--- config.mk ---
export PLATFORM = sky130hd
export DESIGN_NAME = lbmc_queue
export DESIGN_NICKNAME = d
export VERILOG_FILES = /design/src/lbmc_pkg.sv /design/src/lbmc_queue.sv
export SDC_FILE = /design/constraint.sdc
export NUM_CORES = 1
export LEC_CHECK = 0
export BUFFER_PORTS_ARGS = -buffer_cell sky130_fd_sc_hd__buf_2
export CORE_ASPECT_RATIO = 1.4
export CORE_MARGIN = 2
export CORE_UTILIZATION = 45
export CTS_CLUSTER_DIAMETER = 150
export CTS_CLUSTER_SIZE = 8
export DETAILED_ROUTE_END_ITERATION = 8
export HOLD_SLACK_MARGIN = 0.03
export PLACE_DENSITY = 0.72
export RECOVER_POWER = 50
export SLEW_MARGIN = 20
export SYNTH_ARGS = -nofsm -noshare
export SYNTH_HDL_FRONTEND = slang
export SYNTH_SLANG_ARGS = --single-unit
--- constraint.sdc ---
create_clock -name clk -period 5.5 [get_ports clk]
set_input_delay 1.1 -clock clk [delete_from_list [all_inputs] [get_ports clk]]
set_output_delay 1.1 -clock clk [all_outputs]
set_load 0.05 [all_outputs]
--- src/lbmc_pkg.sv ---
`default_nettype none

package lbmc_pkg;

  localparam int FRAC_BITS_DEF = 16;

  localparam int VAL_W = 24;   // every field of both channels
  localparam int SUM_W = 28;   // exact sum of up to nine fields
  localparam int MOM_W = 27;   // exact momentum
  localparam int NDIR  = 9;

  // velocity divider: quotient bits per lane, denominator bits (positive rho)
  localparam int QUO_W = 25;
  localparam int DEN_W = 23;

  // equilibrium scaling: rho * weight numerator and the bracket word
  localparam int A_W    = 28;
  localparam int BR_W   = 64;
  localparam int QL_W   = 29;  // floor(product / 2^F) saturates at or above 2^QL_W
  localparam int EU_W   = 26;

  // rounding divide by 36: add half of 36, drop two bits, multiply by 1/9
  localparam logic [4:0]  EQ_HALF_DEN = 5'd18;
  localparam logic [28:0] RECIP9      = 29'd477218589;
  localparam int          RECIP_SH    = 32;

  // front-to-back queue, depth is a power of two
  localparam int QDEPTH = 4;
  localparam int QAW    = 2;

  typedef logic signed [VAL_W-1:0] val_t;

  localparam val_t VAL_MAX = {1'b0, {(VAL_W-1){1'b1}}};
  localparam val_t VAL_MIN = {1'b1, {(VAL_W-1){1'b0}}};

  typedef struct packed {
    val_t f_rest;
    val_t f_east;
    val_t f_north;
    val_t f_west;
    val_t f_south;
    val_t f_northeast;
    val_t f_northwest;
    val_t f_southwest;
    val_t f_southeast;
    val_t push_vel_x;
    val_t push_vel_y;
  } lbmc_in_t;

  typedef struct packed {
    val_t eq_rest;
    val_t eq_east;
    val_t eq_north;
    val_t eq_west;
    val_t eq_south;
    val_t eq_northeast;
    val_t eq_northwest;
    val_t eq_southwest;
    val_t eq_southeast;
    val_t density;
    val_t vel_x;
    val_t vel_y;
  } lbmc_out_t;

  // node after classification: density, momentum and forcing
  typedef struct packed {
    val_t                    rho;
    logic signed [MOM_W-1:0] mx;
    logic signed [MOM_W-1:0] my;
    val_t                    push_x;
    val_t                    push_y;
  } lbmc_node_t;

  // node after the divider: density, velocity, forced velocity
  typedef struct packed {
    val_t rho;
    val_t ux;
    val_t uy;
    val_t vx;
    val_t vy;
  } lbmc_vel_t;

  function automatic val_t sat_val(input logic signed [SUM_W-1:0] v);
    val_t r;
    if (v[SUM_W-1:VAL_W-1] == '0 || v[SUM_W-1:VAL_W-1] == '1) begin
      r = v[VAL_W-1:0];
    end else if (v[SUM_W-1]) begin
      r = VAL_MIN;
    end else begin
      r = VAL_MAX;
    end
    return r;
  endfunction

  // lattice directions in order rest, E, N, W, S, NE, NW, SW, SE
  function automatic logic signed [1:0] dir_ex(input int k);
    logic signed [1:0] e;
    case (k)
      1, 5, 8: e = 2'sb01;
      3, 6, 7: e = 2'sb11;
      default: e = 2'sb00;
    endcase
    return e;
  endfunction

  function automatic logic signed [1:0] dir_ey(input int k);
    logic signed [1:0] e;
    case (k)
      2, 5, 6: e = 2'sb01;
      4, 7, 8: e = 2'sb11;
      default: e = 2'sb00;
    endcase
    return e;
  endfunction

  // weight numerator over 36 as a left shift: 16, 4 or 1
  function automatic logic [2:0] dir_wshift(input int k);
    logic [2:0] s;
    case (k)
      0:          s = 3'd4;
      1, 2, 3, 4: s = 3'd2;
      default:    s = 3'd0;
    endcase
    return s;
  endfunction

endpackage

`default_nettype wire

--- src/lbmc_queue.sv ---
`default_nettype none

module lbmc_queue (
  input  logic                 clk,
  input  logic                 rst,
  input  logic                 push,
  input  lbmc_pkg::lbmc_node_t push_data,
  output logic                 full,
  input  logic                 pop,
  output logic                 empty,
  output lbmc_pkg::lbmc_node_t head
);
  import lbmc_pkg::*;

  lbmc_node_t     slots [QDEPTH];
  logic [QAW-1:0] wr_ptr;
  logic [QAW-1:0] rd_ptr;
  logic [QAW:0]   count;

  assign full  = count == (QAW+1)'(QDEPTH);
  assign empty = count == '0;
  assign head  = slots[rd_ptr];

  always_ff @(posedge clk) begin
    if (rst) begin
      wr_ptr <= '0;
      rd_ptr <= '0;
      count  <= '0;
    end else begin
      if (push) begin
        wr_ptr <= wr_ptr + 1'b1;
      end
      if (pop) begin
        rd_ptr <= rd_ptr + 1'b1;
      end
      if (push && !pop) begin
        count <= count + 1'b1;
      end else if (pop && !push) begin
        count <= count - 1'b1;
      end
    end
  end

  always_ff @(posedge clk) begin
    if (push) begin
      slots[wr_ptr] <= push_data;
    end
  end

  a_count_bound: assert property (@(posedge clk) disable iff (rst)
    count <= (QAW+1)'(QDEPTH))
    else $error("queue count beyond depth");

  a_no_overflow: assert property (@(posedge clk) disable iff (rst) push |-> !full)
    else $error("push into full queue");

  a_no_underflow: assert property (@(posedge clk) disable iff (rst) pop |-> !empty)
    else $error("pop from empty queue");

endmodule

`default_nettype wire

==> metrics.cfg <==
[critical_path]
crit_path_start_kind = input port
slowest_stage = and2_1
timing.rr.start = wr_ptr[0]$_SDFFE_PP0P_
crit_path_max_fanout = 69
crit_required_ns = 5.69
path_class = input port to register
r2r_slack_ns = 1.74
end_kind = register
crit_chain = clkbuf_1 > and2_1 > buf_12
r2r-end = slots[3][82]$_DFFE_PP_
r2r_cells = 3
slowest_delay_ns = 2.41
cp.arrival_ns = 4.28

[flow_run]
maxCapViolations = 3

[timing]
clock.fmax_ghz = 0.245
finalSetupTns_ns = 0
hold_violations = 0
worst_slew_margin_rel_pct = -119
clock_skew_ns = 0.0160
min_period_over_period_pct = 74.3
slew_violations = 170
setup_viol = 0
rsz0062_at_grt = no
min_period_ns = 4.09
worst_pin_slew_ns = 3.28

[global_route]
antenna_found_initial = 7
grt_pass1_wl_um = 54600
grt_overflow_total = 0
grt_pass1_vias = 9356
grt_max_degree = 74
grt.total_usage_pct = 17.2

[floorplan]
fp.dieW_um = 176
initial_utilization_pct = 45.4
fp-row-count = 88
die_y_um = 244
core_area_um2 = 41000
die_area_um2 = 42900
boundaryPins = 258

[yosys]
synthCells = 702
synth_cell_types = 21
seq_area_frac_synth_pct = 82.4
syn_area_um2 = 18600
synth.most_common_cell = edfxtp_1
synth_ff_type = edfxtp_1
ys_top_cells_by_area = edfxtp_1, mux4_2, dfxtp_1
ys_top_cells_by_count = edfxtp_1, mux4_2, buf_2, dfxtp_1
synth_top_area_share_pct = 81.5
synth_nets = 838
avgSynthCellArea_um2 = 26.5
synth-edff-count = 504
yosys_warnings = 0
synth-async-reset-ratio_pct = 0
synth_seq_cells = 513
yosysTopAreaCell = edfxtp_1

[cts]
clkTransAtPathRegs_ns = 0.05
cts_hold_buffers = 0
cts_buffer_depth = 3
cts_tree = built
cts_post_setup_buffers_inserted = 0
cts_inserted_buffers = 74
numClockSinks = 513
htree_num_levels = 3
cts_resized = 0
cts-root-buf = clkbuf_16
clk_latency_ns = 0.56

[power_and_ir_drop]
netSwitchingFraction_pct = 24.5
power.switching_mw = 2.38
p_seq_share_pct = 47.2
comb_power_share_pct = 12.7
powerDensity_nw_per_um2 = 434
clkPwrFrac_pct = 40.1
p_leak_nw = 7.23
vdd.ir_drop.worst_uv = 342
intPower_mw = 7.32

[final_layout]
finalNonFillerCells = 1572
nets = 1154
fin_util_pct = 54.6
syn2layout_area_growth_pct = 20.4
design_area_um2 = 22400
drive_gt1_share_pct = 34.0

[detailed_routing]
first_iter_violations = 566
post-route-drc-count = 0
ant_nets = 0
num_vias = 8417
viasPerCell = 5.35
first_pass_iters = 4
post_drt_wl_per_cell_um = 23.1
drt-total-wl_um = 36200

[place]
dp_hpwl_um = 20600
place_area_um2 = 20500
place_inst = 1482
place_congestion = 0.696
io_buffers = 257

[min_path]
hold_path_end = count[2]$_SDFFE_PP0P_
hold_depth = 2
hp-start = count[2]$_SDFFE_PP0P_
hold_class = register to register

[status]
violations = max-capacitance violations, max-slew violations
status = finished, violations left

-- cell families after synthesis --
group,count (synthesis),synth area share (%)
flops,513,82.4
mux,128,15.4
buf+inv,33,1.04
simple gates,15,0.397
fa+ha+maj,6,0.445
xor+xnor,5,0.236
compound gates,2,0.0538
-- critical path, delay by kind of cell --
kind	cells	cell delay (ns)
AND/OR/NAND/NOR	1	2.41
buffers and inverters	2	0.70
-- state kept, by name, indices dropped and copies added, names as in the netlist, named ones only --
register,flops
slots,504
wr_ptr,2
count,3
rd_ptr,2
-- layout by cell type, fill, tap and decap left out, types with 4 or more instances in the layout --
cell type | Yosys | routed
edfxtp_1 | 504 | 504
buf_4 | 2 | 6
buf_2 | 14 | 129
buf_12 | 0 | 6
ha_1 | 5 | 5
dfxtp_1 | 9 | 7
nor2_1 | 7 | 7
clkbuf_16 | 0 | 77
clkbuf_1 | 7 | 135
inv_1 | 4 | 4
mux4_2 | 126 | 126
-- per-layer routing --
layer | track usage [%] | up-vias | wire (um)
met3 | 5.05 | 67 | 2500
met5 | 0 | - | 57
met4 | 6.49 | 8 | 916
met2 | 30.1 | 279 | 19300
li1 | - | 3645 | -
met1 | 20.1 | 4418 | 13500
-- per-stage QoR --
stage	power, mW	setup WS, ns	hold WS (ns)
after global routing	10.0	1.08	0.536
after floorplan	5.57	1.01	0.466
after detailed placement	5.91	2.09	0.492
after global placement	5.88	2.14	0.490
final	9.70	1.41	0.497
after CTS	9.85	1.47	0.502
-- cell type report --
| type | instances | area [um^2] |
|---|---|---|
| clock buffer | 84 | 1950 |
| inverter | 4 | 15.0 |
| fill | 3138 | 18600 |
| clock inverter | 3 | 26.3 |
| timing repair buffer | 269 | 1290 |
| sequential | 513 | 15300 |
| multi-input combinational | 156 | 3070 |
| antenna | 3 | 7.51 |
| tap | 540 | 676 |
-- worst max path at each step --
stage | start | end | slack (ns) | depth (start not counted)
after global routing | push | slots[3][125]$_DFFE_PP_ | 1.08 | 3
final | push | slots[3][82]$_DFFE_PP_ | 1.41 | 3
after global placement | register | head[107] | 2.14 | 3
after CTS | register | head[107] | 1.47 | 3
after detailed placement | register | head[111] | 2.09 | 3
after floorplan | push | slots[0][0]$_DFFE_PP_ | 1.01 | 1
-- power by group through the flow --
stage,registers [mW],clock network [mW],logic (mW)
final,4.58,3.90,1.23
after global routing,4.59,4.16,1.29
after CTS,4.58,4.01,1.27
after global placement,4.63,0,1.25
after detailed placement,4.65,0,1.26
after floorplan,4.62,0,0.946
Note: power is estimated with default switching activity, not from simulation.
