==> config.mk <==
export PLATFORM = sky130hd
export DESIGN_NAME = lbmc_front
export DESIGN_NICKNAME = d
export VERILOG_FILES = /design/src/lbmc_pkg.sv /design/src/lbmc_front.sv
export SDC_FILE = /design/constraint.sdc
export NUM_CORES = 1
export LEC_CHECK = 0
export ABC_AREA = 1
export BUFFER_PORTS_ARGS = -buffer_cell sky130_fd_sc_hd__buf_4
export CAP_MARGIN = 20
export CORE_UTILIZATION = 61
export DETAILED_ROUTE_END_ITERATION = 12
export PLACE_DENSITY = 0.95
export SLEW_MARGIN = 20
export SYNTH_ARGS = -nofsm -noshare
export SYNTH_HDL_FRONTEND = slang
export SYNTH_SLANG_ARGS = --single-unit
==> constraint.sdc <==
create_clock -name clk -period 17.5 [get_ports clk]
set_input_delay 0.875 -clock clk [delete_from_list [all_inputs] [get_ports clk]]
set_output_delay 0.875 -clock clk [all_outputs]
set_load 0.02 [all_outputs]
==> src/lbmc_pkg.sv <==
`default_nettype none

package lbmc_pkg;

  localparam int FRAC_BITS_DEF = 16;

  localparam int VAL_W = 24;   // every field of both channels
  localparam int SUM_W = 28;   // exact sum of up to nine fields
  localparam int MOM_W = 27;   // exact momentum
  localparam int NDIR  = 9;

  // velocity divider: quotient bits per lane, denominator bits (positive rho)
  localparam int QUO_W = 25;
  localparam int DEN_W = 23;

  // equilibrium scaling: rho * weight numerator and the bracket word
  localparam int A_W    = 28;
  localparam int BR_W   = 64;
  localparam int QL_W   = 29;  // floor(product / 2^F) saturates at or above 2^QL_W
  localparam int EU_W   = 26;

  // rounding divide by 36: add half of 36, drop two bits, multiply by 1/9
  localparam logic [4:0]  EQ_HALF_DEN = 5'd18;
  localparam logic [28:0] RECIP9      = 29'd477218589;
  localparam int          RECIP_SH    = 32;

  // front-to-back queue, depth is a power of two
  localparam int QDEPTH = 4;
  localparam int QAW    = 2;

  typedef logic signed [VAL_W-1:0] val_t;

  localparam val_t VAL_MAX = {1'b0, {(VAL_W-1){1'b1}}};
  localparam val_t VAL_MIN = {1'b1, {(VAL_W-1){1'b0}}};

  typedef struct packed {
    val_t f_rest;
    val_t f_east;
    val_t f_north;
    val_t f_west;
    val_t f_south;
    val_t f_northeast;
    val_t f_northwest;
    val_t f_southwest;
    val_t f_southeast;
    val_t push_vel_x;
    val_t push_vel_y;
  } lbmc_in_t;

  typedef struct packed {
    val_t eq_rest;
    val_t eq_east;
    val_t eq_north;
    val_t eq_west;
    val_t eq_south;
    val_t eq_northeast;
    val_t eq_northwest;
    val_t eq_southwest;
    val_t eq_southeast;
    val_t density;
    val_t vel_x;
    val_t vel_y;
  } lbmc_out_t;

  // node after classification: density, momentum and forcing
  typedef struct packed {
    val_t                    rho;
    logic signed [MOM_W-1:0] mx;
    logic signed [MOM_W-1:0] my;
    val_t                    push_x;
    val_t                    push_y;
  } lbmc_node_t;

  // node after the divider: density, velocity, forced velocity
  typedef struct packed {
    val_t rho;
    val_t ux;
    val_t uy;
    val_t vx;
    val_t vy;
  } lbmc_vel_t;

  function automatic val_t sat_val(input logic signed [SUM_W-1:0] v);
    val_t r;
    if (v[SUM_W-1:VAL_W-1] == '0 || v[SUM_W-1:VAL_W-1] == '1) begin
      r = v[VAL_W-1:0];
    end else if (v[SUM_W-1]) begin
      r = VAL_MIN;
    end else begin
      r = VAL_MAX;
    end
    return r;
  endfunction

  // lattice directions in order rest, E, N, W, S, NE, NW, SW, SE
  function automatic logic signed [1:0] dir_ex(input int k);
    logic signed [1:0] e;
    case (k)
      1, 5, 8: e = 2'sb01;
      3, 6, 7: e = 2'sb11;
      default: e = 2'sb00;
    endcase
    return e;
  endfunction

  function automatic logic signed [1:0] dir_ey(input int k);
    logic signed [1:0] e;
    case (k)
      2, 5, 6: e = 2'sb01;
      4, 7, 8: e = 2'sb11;
      default: e = 2'sb00;
    endcase
    return e;
  endfunction

  // weight numerator over 36 as a left shift: 16, 4 or 1
  function automatic logic [2:0] dir_wshift(input int k);
    logic [2:0] s;
    case (k)
      0:          s = 3'd4;
      1, 2, 3, 4: s = 3'd2;
      default:    s = 3'd0;
    endcase
    return s;
  endfunction

endpackage

`default_nettype wire

==> src/lbmc_front.sv <==
`default_nettype none

module lbmc_front (
  input  logic                clk,
  input  logic                rst,
  input  logic                node_valid,
  output logic                node_stall,
  input  lbmc_pkg::lbmc_in_t  node_data,
  output logic                push,
  input  logic                full,
  output lbmc_pkg::lbmc_node_t push_data
);
  import lbmc_pkg::*;

  logic                    held;
  logic                    accept;
  logic signed [SUM_W-1:0] sum;
  logic signed [MOM_W-1:0] mx_n;
  logic signed [MOM_W-1:0] my_n;

  assign push       = held && !full;
  assign node_stall = held && full;
  assign accept     = node_valid && !node_stall;

  always_comb begin
    sum = SUM_W'(node_data.f_rest) + SUM_W'(node_data.f_east) + SUM_W'(node_data.f_north)
        + SUM_W'(node_data.f_west) + SUM_W'(node_data.f_south)
        + SUM_W'(node_data.f_northeast) + SUM_W'(node_data.f_northwest)
        + SUM_W'(node_data.f_southwest) + SUM_W'(node_data.f_southeast);
    mx_n = MOM_W'(node_data.f_east) + MOM_W'(node_data.f_northeast)
         + MOM_W'(node_data.f_southeast) - MOM_W'(node_data.f_west)
         - MOM_W'(node_data.f_northwest) - MOM_W'(node_data.f_southwest);
    my_n = MOM_W'(node_data.f_north) + MOM_W'(node_data.f_northeast)
         + MOM_W'(node_data.f_northwest) - MOM_W'(node_data.f_south)
         - MOM_W'(node_data.f_southeast) - MOM_W'(node_data.f_southwest);
  end

  always_ff @(posedge clk) begin
    if (rst) begin
      held <= 1'b0;
    end else if (accept) begin
      held <= 1'b1;
    end else if (push) begin
      held <= 1'b0;
    end
  end

  always_ff @(posedge clk) begin
    if (accept) begin
      push_data.rho    <= sat_val(sum);
      push_data.mx     <= mx_n;
      push_data.my     <= my_n;
      push_data.push_x <= node_data.push_vel_x;
      push_data.push_y <= node_data.push_vel_y;
    end
  end

endmodule

`default_nettype wire

==> results of run 1 <==
critical path: stages:
cell and delay (ps):
buf_4 110, inv_1 60, fa_1 530, inv_1 50
fa_1 480, fa_1 520, inv_1 60, fa_1 460
inv_1 70, ha_1 160, inv_1 60, fa_1 460
inv_1 90, nand3_1 70, nand2_1 110, nand2_1 70
nand2_2 90, nand2_1 70, nand3_1 80, nand2_1 50
nand2_1 80, nand4_1 120, nand2_2 350, nand2_1 110
state kept, by name (all words and copies together) (netlist names):
name	flops
held	1
push_data	126
routing by layer:
metal	vias up	wire [µm]	GRT usage (%)	share of wire, %
li1	5994	-	-	-
met1	6554	16600	38.8	34
met2	765	25300	61.9	52
met3	200	4240	8.35	8.7
met4	0	2780	19.8	5.7
met5	-	0	0	0
worst paths after layout:
kind            startpoint        endpoint  slack (ps)  depth (start not counted)
max reg2reg           held   push_data[49]       15650                          4
max          node_data[50]  push_data[112]       12440                         24
min reg2reg           held            held         520                          2
min                   held            held         520                          2
stage by stage:
stage	util, %	cell area, µm²	cells	setup slack [ps]
after floorplan	-	17400	1748	10580
after global placement	74.6	20800	2519	12190
after detailed placement	74.6	20800	2519	12050
after CTS	76.7	21400	2551	12450
after global routing	76.7	21400	2552	12190
final	76.7	21400	2552	12440
kinds of logic (layout without fill, tap and decap cells):
logic type               after synthesis  after routing  synth area share [%]
flip-flops                           127            127                  21.9
AO/OA/AOI/OAI                        137            137                  4.37
adder cells (fa/ha/maj)              449            449                  48.2
AND/OR/NAND/NOR                      415            415                  9.93
XOR/XNOR                              68             68                  3.43
buffers and inverters                552            977                  12.1
other                                  0              1                     0
Yosys cell counts (2+ instances only):
cell / instances
nand2_1: 270
ha_1: 82
edfxtp_1: 126
inv_2: 2
a21oi_1: 76
a31oi_1: 6
a31o_2: 2
o21ai_0: 30
buf_6: 4
fa_1: 367
o21bai_1: 12
nand4_1: 11
inv_1: 546
nor3_1: 11
a21boi_0: 2
nor2_2: 4
xnor2_1: 25
nand2_2: 10
a21o_1: 5
nor2_1: 62
xor2_1: 43
nor4_1: 5
nand3b_1: 3
nand3_1: 35
area by class of cell:
type / count / area [µm²]
diodes: 1 / 2.50
clock buffers: 17 / 425
clock inverters: 15 / 164
fillers: 1839 / 6490
inverters: 548 / 2060
multi-input cells: 1069 / 11500
flip-flops and latches: 127 / 3800
well taps: 378 / 473
repair buffers: 397 / 2980
==> metrics.cfg, run 1 <==
[sta]
worst_slew_pin_slew_ps = 1080
setup_viol = 0
rsz0062_at_grt = false
hold_viol_final = 0
slew_headroom_pct = 27.7
period_share_pct = 28.9
max_freq_mhz = 198
fin_skew_ps = 10.5
hold_slack_ps = 518
finalSetupTns_ps = 0
layout_min_cycle_time_ps = 5060
drv_slew = 0

[clock_tree]
path_clk_slew_ps = 60
cts_resized = 0
htreeDepth = 4
hold_buffers = 0
cts_made_buffers = 17
cts_buffer_depth = 2
cts_tree = done
clock_sinks = 127
clk_latency_ps = 420
cts_setup_buffers = 0
clockRootBuffer = clkbuf_16

[logic_synthesis]
synth_ff_type = edfxtp_1
yosysTopAreaCellShare_pct = 42.3
synth_area_mm2 = 0.0174
syn-num-nets = 2465
yosys_warnings = 0
yosys.area.top_type = fa_1
ys_ff_latch = 127
synth-edff-count = 126
syn_inst = 1748
synth_area_leaders = fa_1 (42%), edfxtp_1 (22%), inv_1 (12%)
ys_seq_area_share_pct = 21.9
ys_async_sr_fraction_pct = 0
ys_types = 33
syn_area_per_cell_um2 = 9.93

[layout]
layout_commonest_cell = inv_1
synthToLayoutAreaGrowth_pct = 23.1
final_cell_mix = inv_1 (546), buf_4 (397), fa_1 (367), nand2_1 (270), edfxtp_1 (126)
drive_gt1_share_pct = 20.7
num-nets-final = 2877

[routing]
drc = 0
via_per_inst = 5.30
routed_wl_um = 49000
wl_per_cell_um = 19.2
vias = 13500
ant_nets = 0
drt_iter0_markers = 959
first_pass_iters = 8

[floorplanning]
die_height_um = 171
initial_utilization_pct = 62.3
dieArea_mm2 = 0.0291
core-area_mm2 = 0.0279
rows = 61
die_x_um = 171
io_pins = 396

[global_routing]
grt_start_max_net_pins = 77
grt_pass1_wl_um = 75600
grt_use_total_pct = 35.1
antenna_found_initial = 1
grt_pass1_vias = 15000
overflow = 0

[place]
gp_congestion = 0.956
io_buffers = 395
dp_hpwl_um = 42900

[critical_path]
required_ps = 17650
critPathCaptureType = register
critPathMaxFanout = 23
critPathArrivalTime_ps = 5210
crit_type = in -> reg
critPathLaunchType = input port

[outcome]
outcome = complete, no violations

[hold_path]
hp-class = reg -> reg

[job]
drv_cap = 0

Power of run 1 is left out: the tool's default activity adds up to more than one toggle a clock period on the data nets, which glitch-free logic cannot reach.
==> run 2: changes to the inputs <==
Settings changed: ABC_AREA 1 to 0, CORE_UTILIZATION 61 to 51, PLACE_DENSITY 0.95 to 0.9.
Clock period 17.5 ns to 4.6 ns, I/O delays scaled along.
==> metrics.cfg, run 2 <==
[routing]
met3_length_um = 3970
via_per_inst = 5.21
wl_per_cell_um = 20.0
drt_iter0_markers = 742
drc = 0
routed_wl_um = 53100
vias = 13800
wl_met1_um = 17500
route.met2.wl_um = 28100
ant_nets = 0
first_pass_iters = 5
routed.top_layer = met4

[sta]
slew_headroom_pct = 57.8
layout_min_cycle_time_ps = 4960
fin_skew_ps = 10.4
hold_viol_final = 0
max_freq_mhz = 202
worst_slew_pin_slew_ps = 633
drv_slew = 0
finalWorstSetupSlack_ps = -355
period_share_pct = 108
setup_viol = 24
hold_slack_ps = 40.7
rsz0062_at_grt = true

[critical_path]
critPathCaptureType = register
crit_type = in -> reg
crit_path_cell_trace = buf_8 > inv_4 > fa_1 > inv_1 > fa_1 > fa_1 > inv_2 > fa_1 > inv_1 > ha_2 > inv_2 > fa_2 > nor2b_4 > o31ai_4 > a2111oi_4 > o21ai_2 > or2_4 > a21oi_4 > mux2i_2 > a41o_4 > clkbuf_16 > o21ai_1
r2r_cells = 3
cp_slowest_cell = fa_1
required_ps = 4780
critPathMaxFanout = 6
critPathLaunchType = input port
cp_common_cell = fa_1
cp_slowest_stage_delay_ps = 550
critPathArrivalTime_ps = 5130

[floorplanning]
io_pins = 396
die_height_um = 183
core-area_mm2 = 0.0318
rows = 65
dieArea_mm2 = 0.0334
die_x_um = 183
initial_utilization_pct = 52.4

[layout]
drive_gt1_share_pct = 36.7
top_register = push_data
num-nets-final = 2916
diodes = 0
reg.largest.list = push_data: 126 flops, held: 1 flops
layout_commonest_cell = buf_4
synthToLayoutAreaGrowth_pct = 43.3
largest_reg_flops = 126
final_cell_mix = buf_4 (684), inv_1 (440), fa_1 (358), edfxtp_1 (126), ha_1 (77)
postLayoutCoreUtil_pct = 75.0
nFillCells = 1936

[clock_tree]
cts_tree = done
cts_buffer_depth = 2
clk_latency_ps = 420
clockRootBuffer = clkbuf_16
clock_sinks = 127
path_clk_slew_ps = 70
htreeDepth = 4
cts_made_buffers = 17

[logic_synthesis]
synthAdderAreaFrac_pct = 50.3
yosysTopAreaCellShare_pct = 44.1
synth_area_leaders = fa_1 (44%), edfxtp_1 (23%), inv_1 (10%)
synth-xor-area-share_pct = 3.57
synthTopCellsByCount = inv_1 (449), fa_1 (367), edfxtp_1 (126)
ys_seq_area_share_pct = 22.8
synth_compound_area_share_pct = 8.75
ys_types = 64
ys_async_sr_fraction_pct = 0
yosys.area.top_type = fa_1
syn_inst = 1449
synth_top_family_by_area = adder cells
synth_area_mm2 = 0.0166
syn-num-nets = 2166
syn_area_per_cell_um2 = 11.5
synth_ff_type = edfxtp_1
synth-simple-area-share_pct = 3.94
ys_ff_latch = 127
synth.most_common_cell = inv_1
synth_mux_area_share_pct = 0.120
yosys_warnings = 0
synth-edff-count = 126

[outcome]
outcome = finished with violations
violations = setup timing

[hold_path]
hp-class = in -> reg
min_path_cells = 3

[global_routing]
grt_start_max_net_pins = 76
antenna_found_initial = 0
grt_pass1_vias = 16200
grt_use_total_pct = 32.3
grt_pass1_wl_um = 81700
overflow = 0

[place]
dp_hpwl_um = 43300
gp_congestion = 0.961
io_buffers = 395

[job]
drv_cap = 0

[run 2: cell count changes after synthesis, sizes merged, moves of 17 or more]
cell / previous run / this run
a21oi: 76 / 50
xor2: 43 / 25
nor2: 66 / 38
inv: 548 / 449
o21ai: 30 / 55
a21o: 5 / 35
xnor2: 25 / 42
nand2: 281 / 27
nand3: 35 / 6
[run 2: final cells by class]
type,instances,area [µm²],share of cell area (%)
clock buffer,17,425,1.78
tap,435,544,2.28
sequential,127,3800,15.9
clock inverter,15,166,0.698
inverter,449,1690,7.08
multi-input combinational,862,11400,48.0
timing repair buffer,742,5780,24.3
[run 2: metal layers]
layer	GRT usage, %	vias to the layer above
li1	-	5981
met1	33.5	6833
met2	59.0	754
met3	7.50	214
met4	20.0	0
met5	0	-
[run 2: stage by stage]
stage / setup WS, ps / area, µm² / instances / TNS, ps
floorplan: -331 / 16700 / 1449 / -7000
global placement: -725 / 22300 / 2551 / -21370
detailed placement: -867 / 22300 / 2551 / -26400
CTS: -299 / 23500 / 2637 / -6440
global route: -525 / 23900 / 2647 / -11920
finish: -355 / 23900 / 2647 / -7910
[run 2: final timing paths]
check,startpoint,end,slack (ps)
max,node_data[50],push_data[121],-360
max reg2reg,held,push_data[64],2830
min reg2reg,held,held,670
min,node_valid,held,40
[run 2: cells by family (layout without fill, tap and decap cells)]
logic type / after synthesis / in the layout
buffers and inverters: 460 / 1223
multiplexers: 2 / 2
adder cells (fa/ha/maj): 449 / 449
AND/OR/NAND/NOR: 132 / 132
XOR/XNOR: 67 / 67
AO/OA/AOI/OAI: 212 / 212
flip-flops: 127 / 127
[run 2: critical path: cells and delay by family]
kind	cells	cell delay, ps
adder cells (fa/ha/maj)	6	2600
buffers and inverters	7	540
AO/OA/AOI/OAI	6	1060
AND/OR/NAND/NOR	2	420
multiplexers	1	280
[run 2: what timing repair did]
| item | in CTS | in global routing |
|---|---|---|
| gates cloned | 0 | 3 |
| resized for setup | 20 | 59 |
| buffers inserted | 5 | 8 |
| setup endpoints to repair | 31 | 39 |
| pin swaps | 11 | 32 |
| hold endpoints to repair | 49 | 0 |
| hold buffers | 49 | 0 |
Power of run 2 is left out for the same reason.
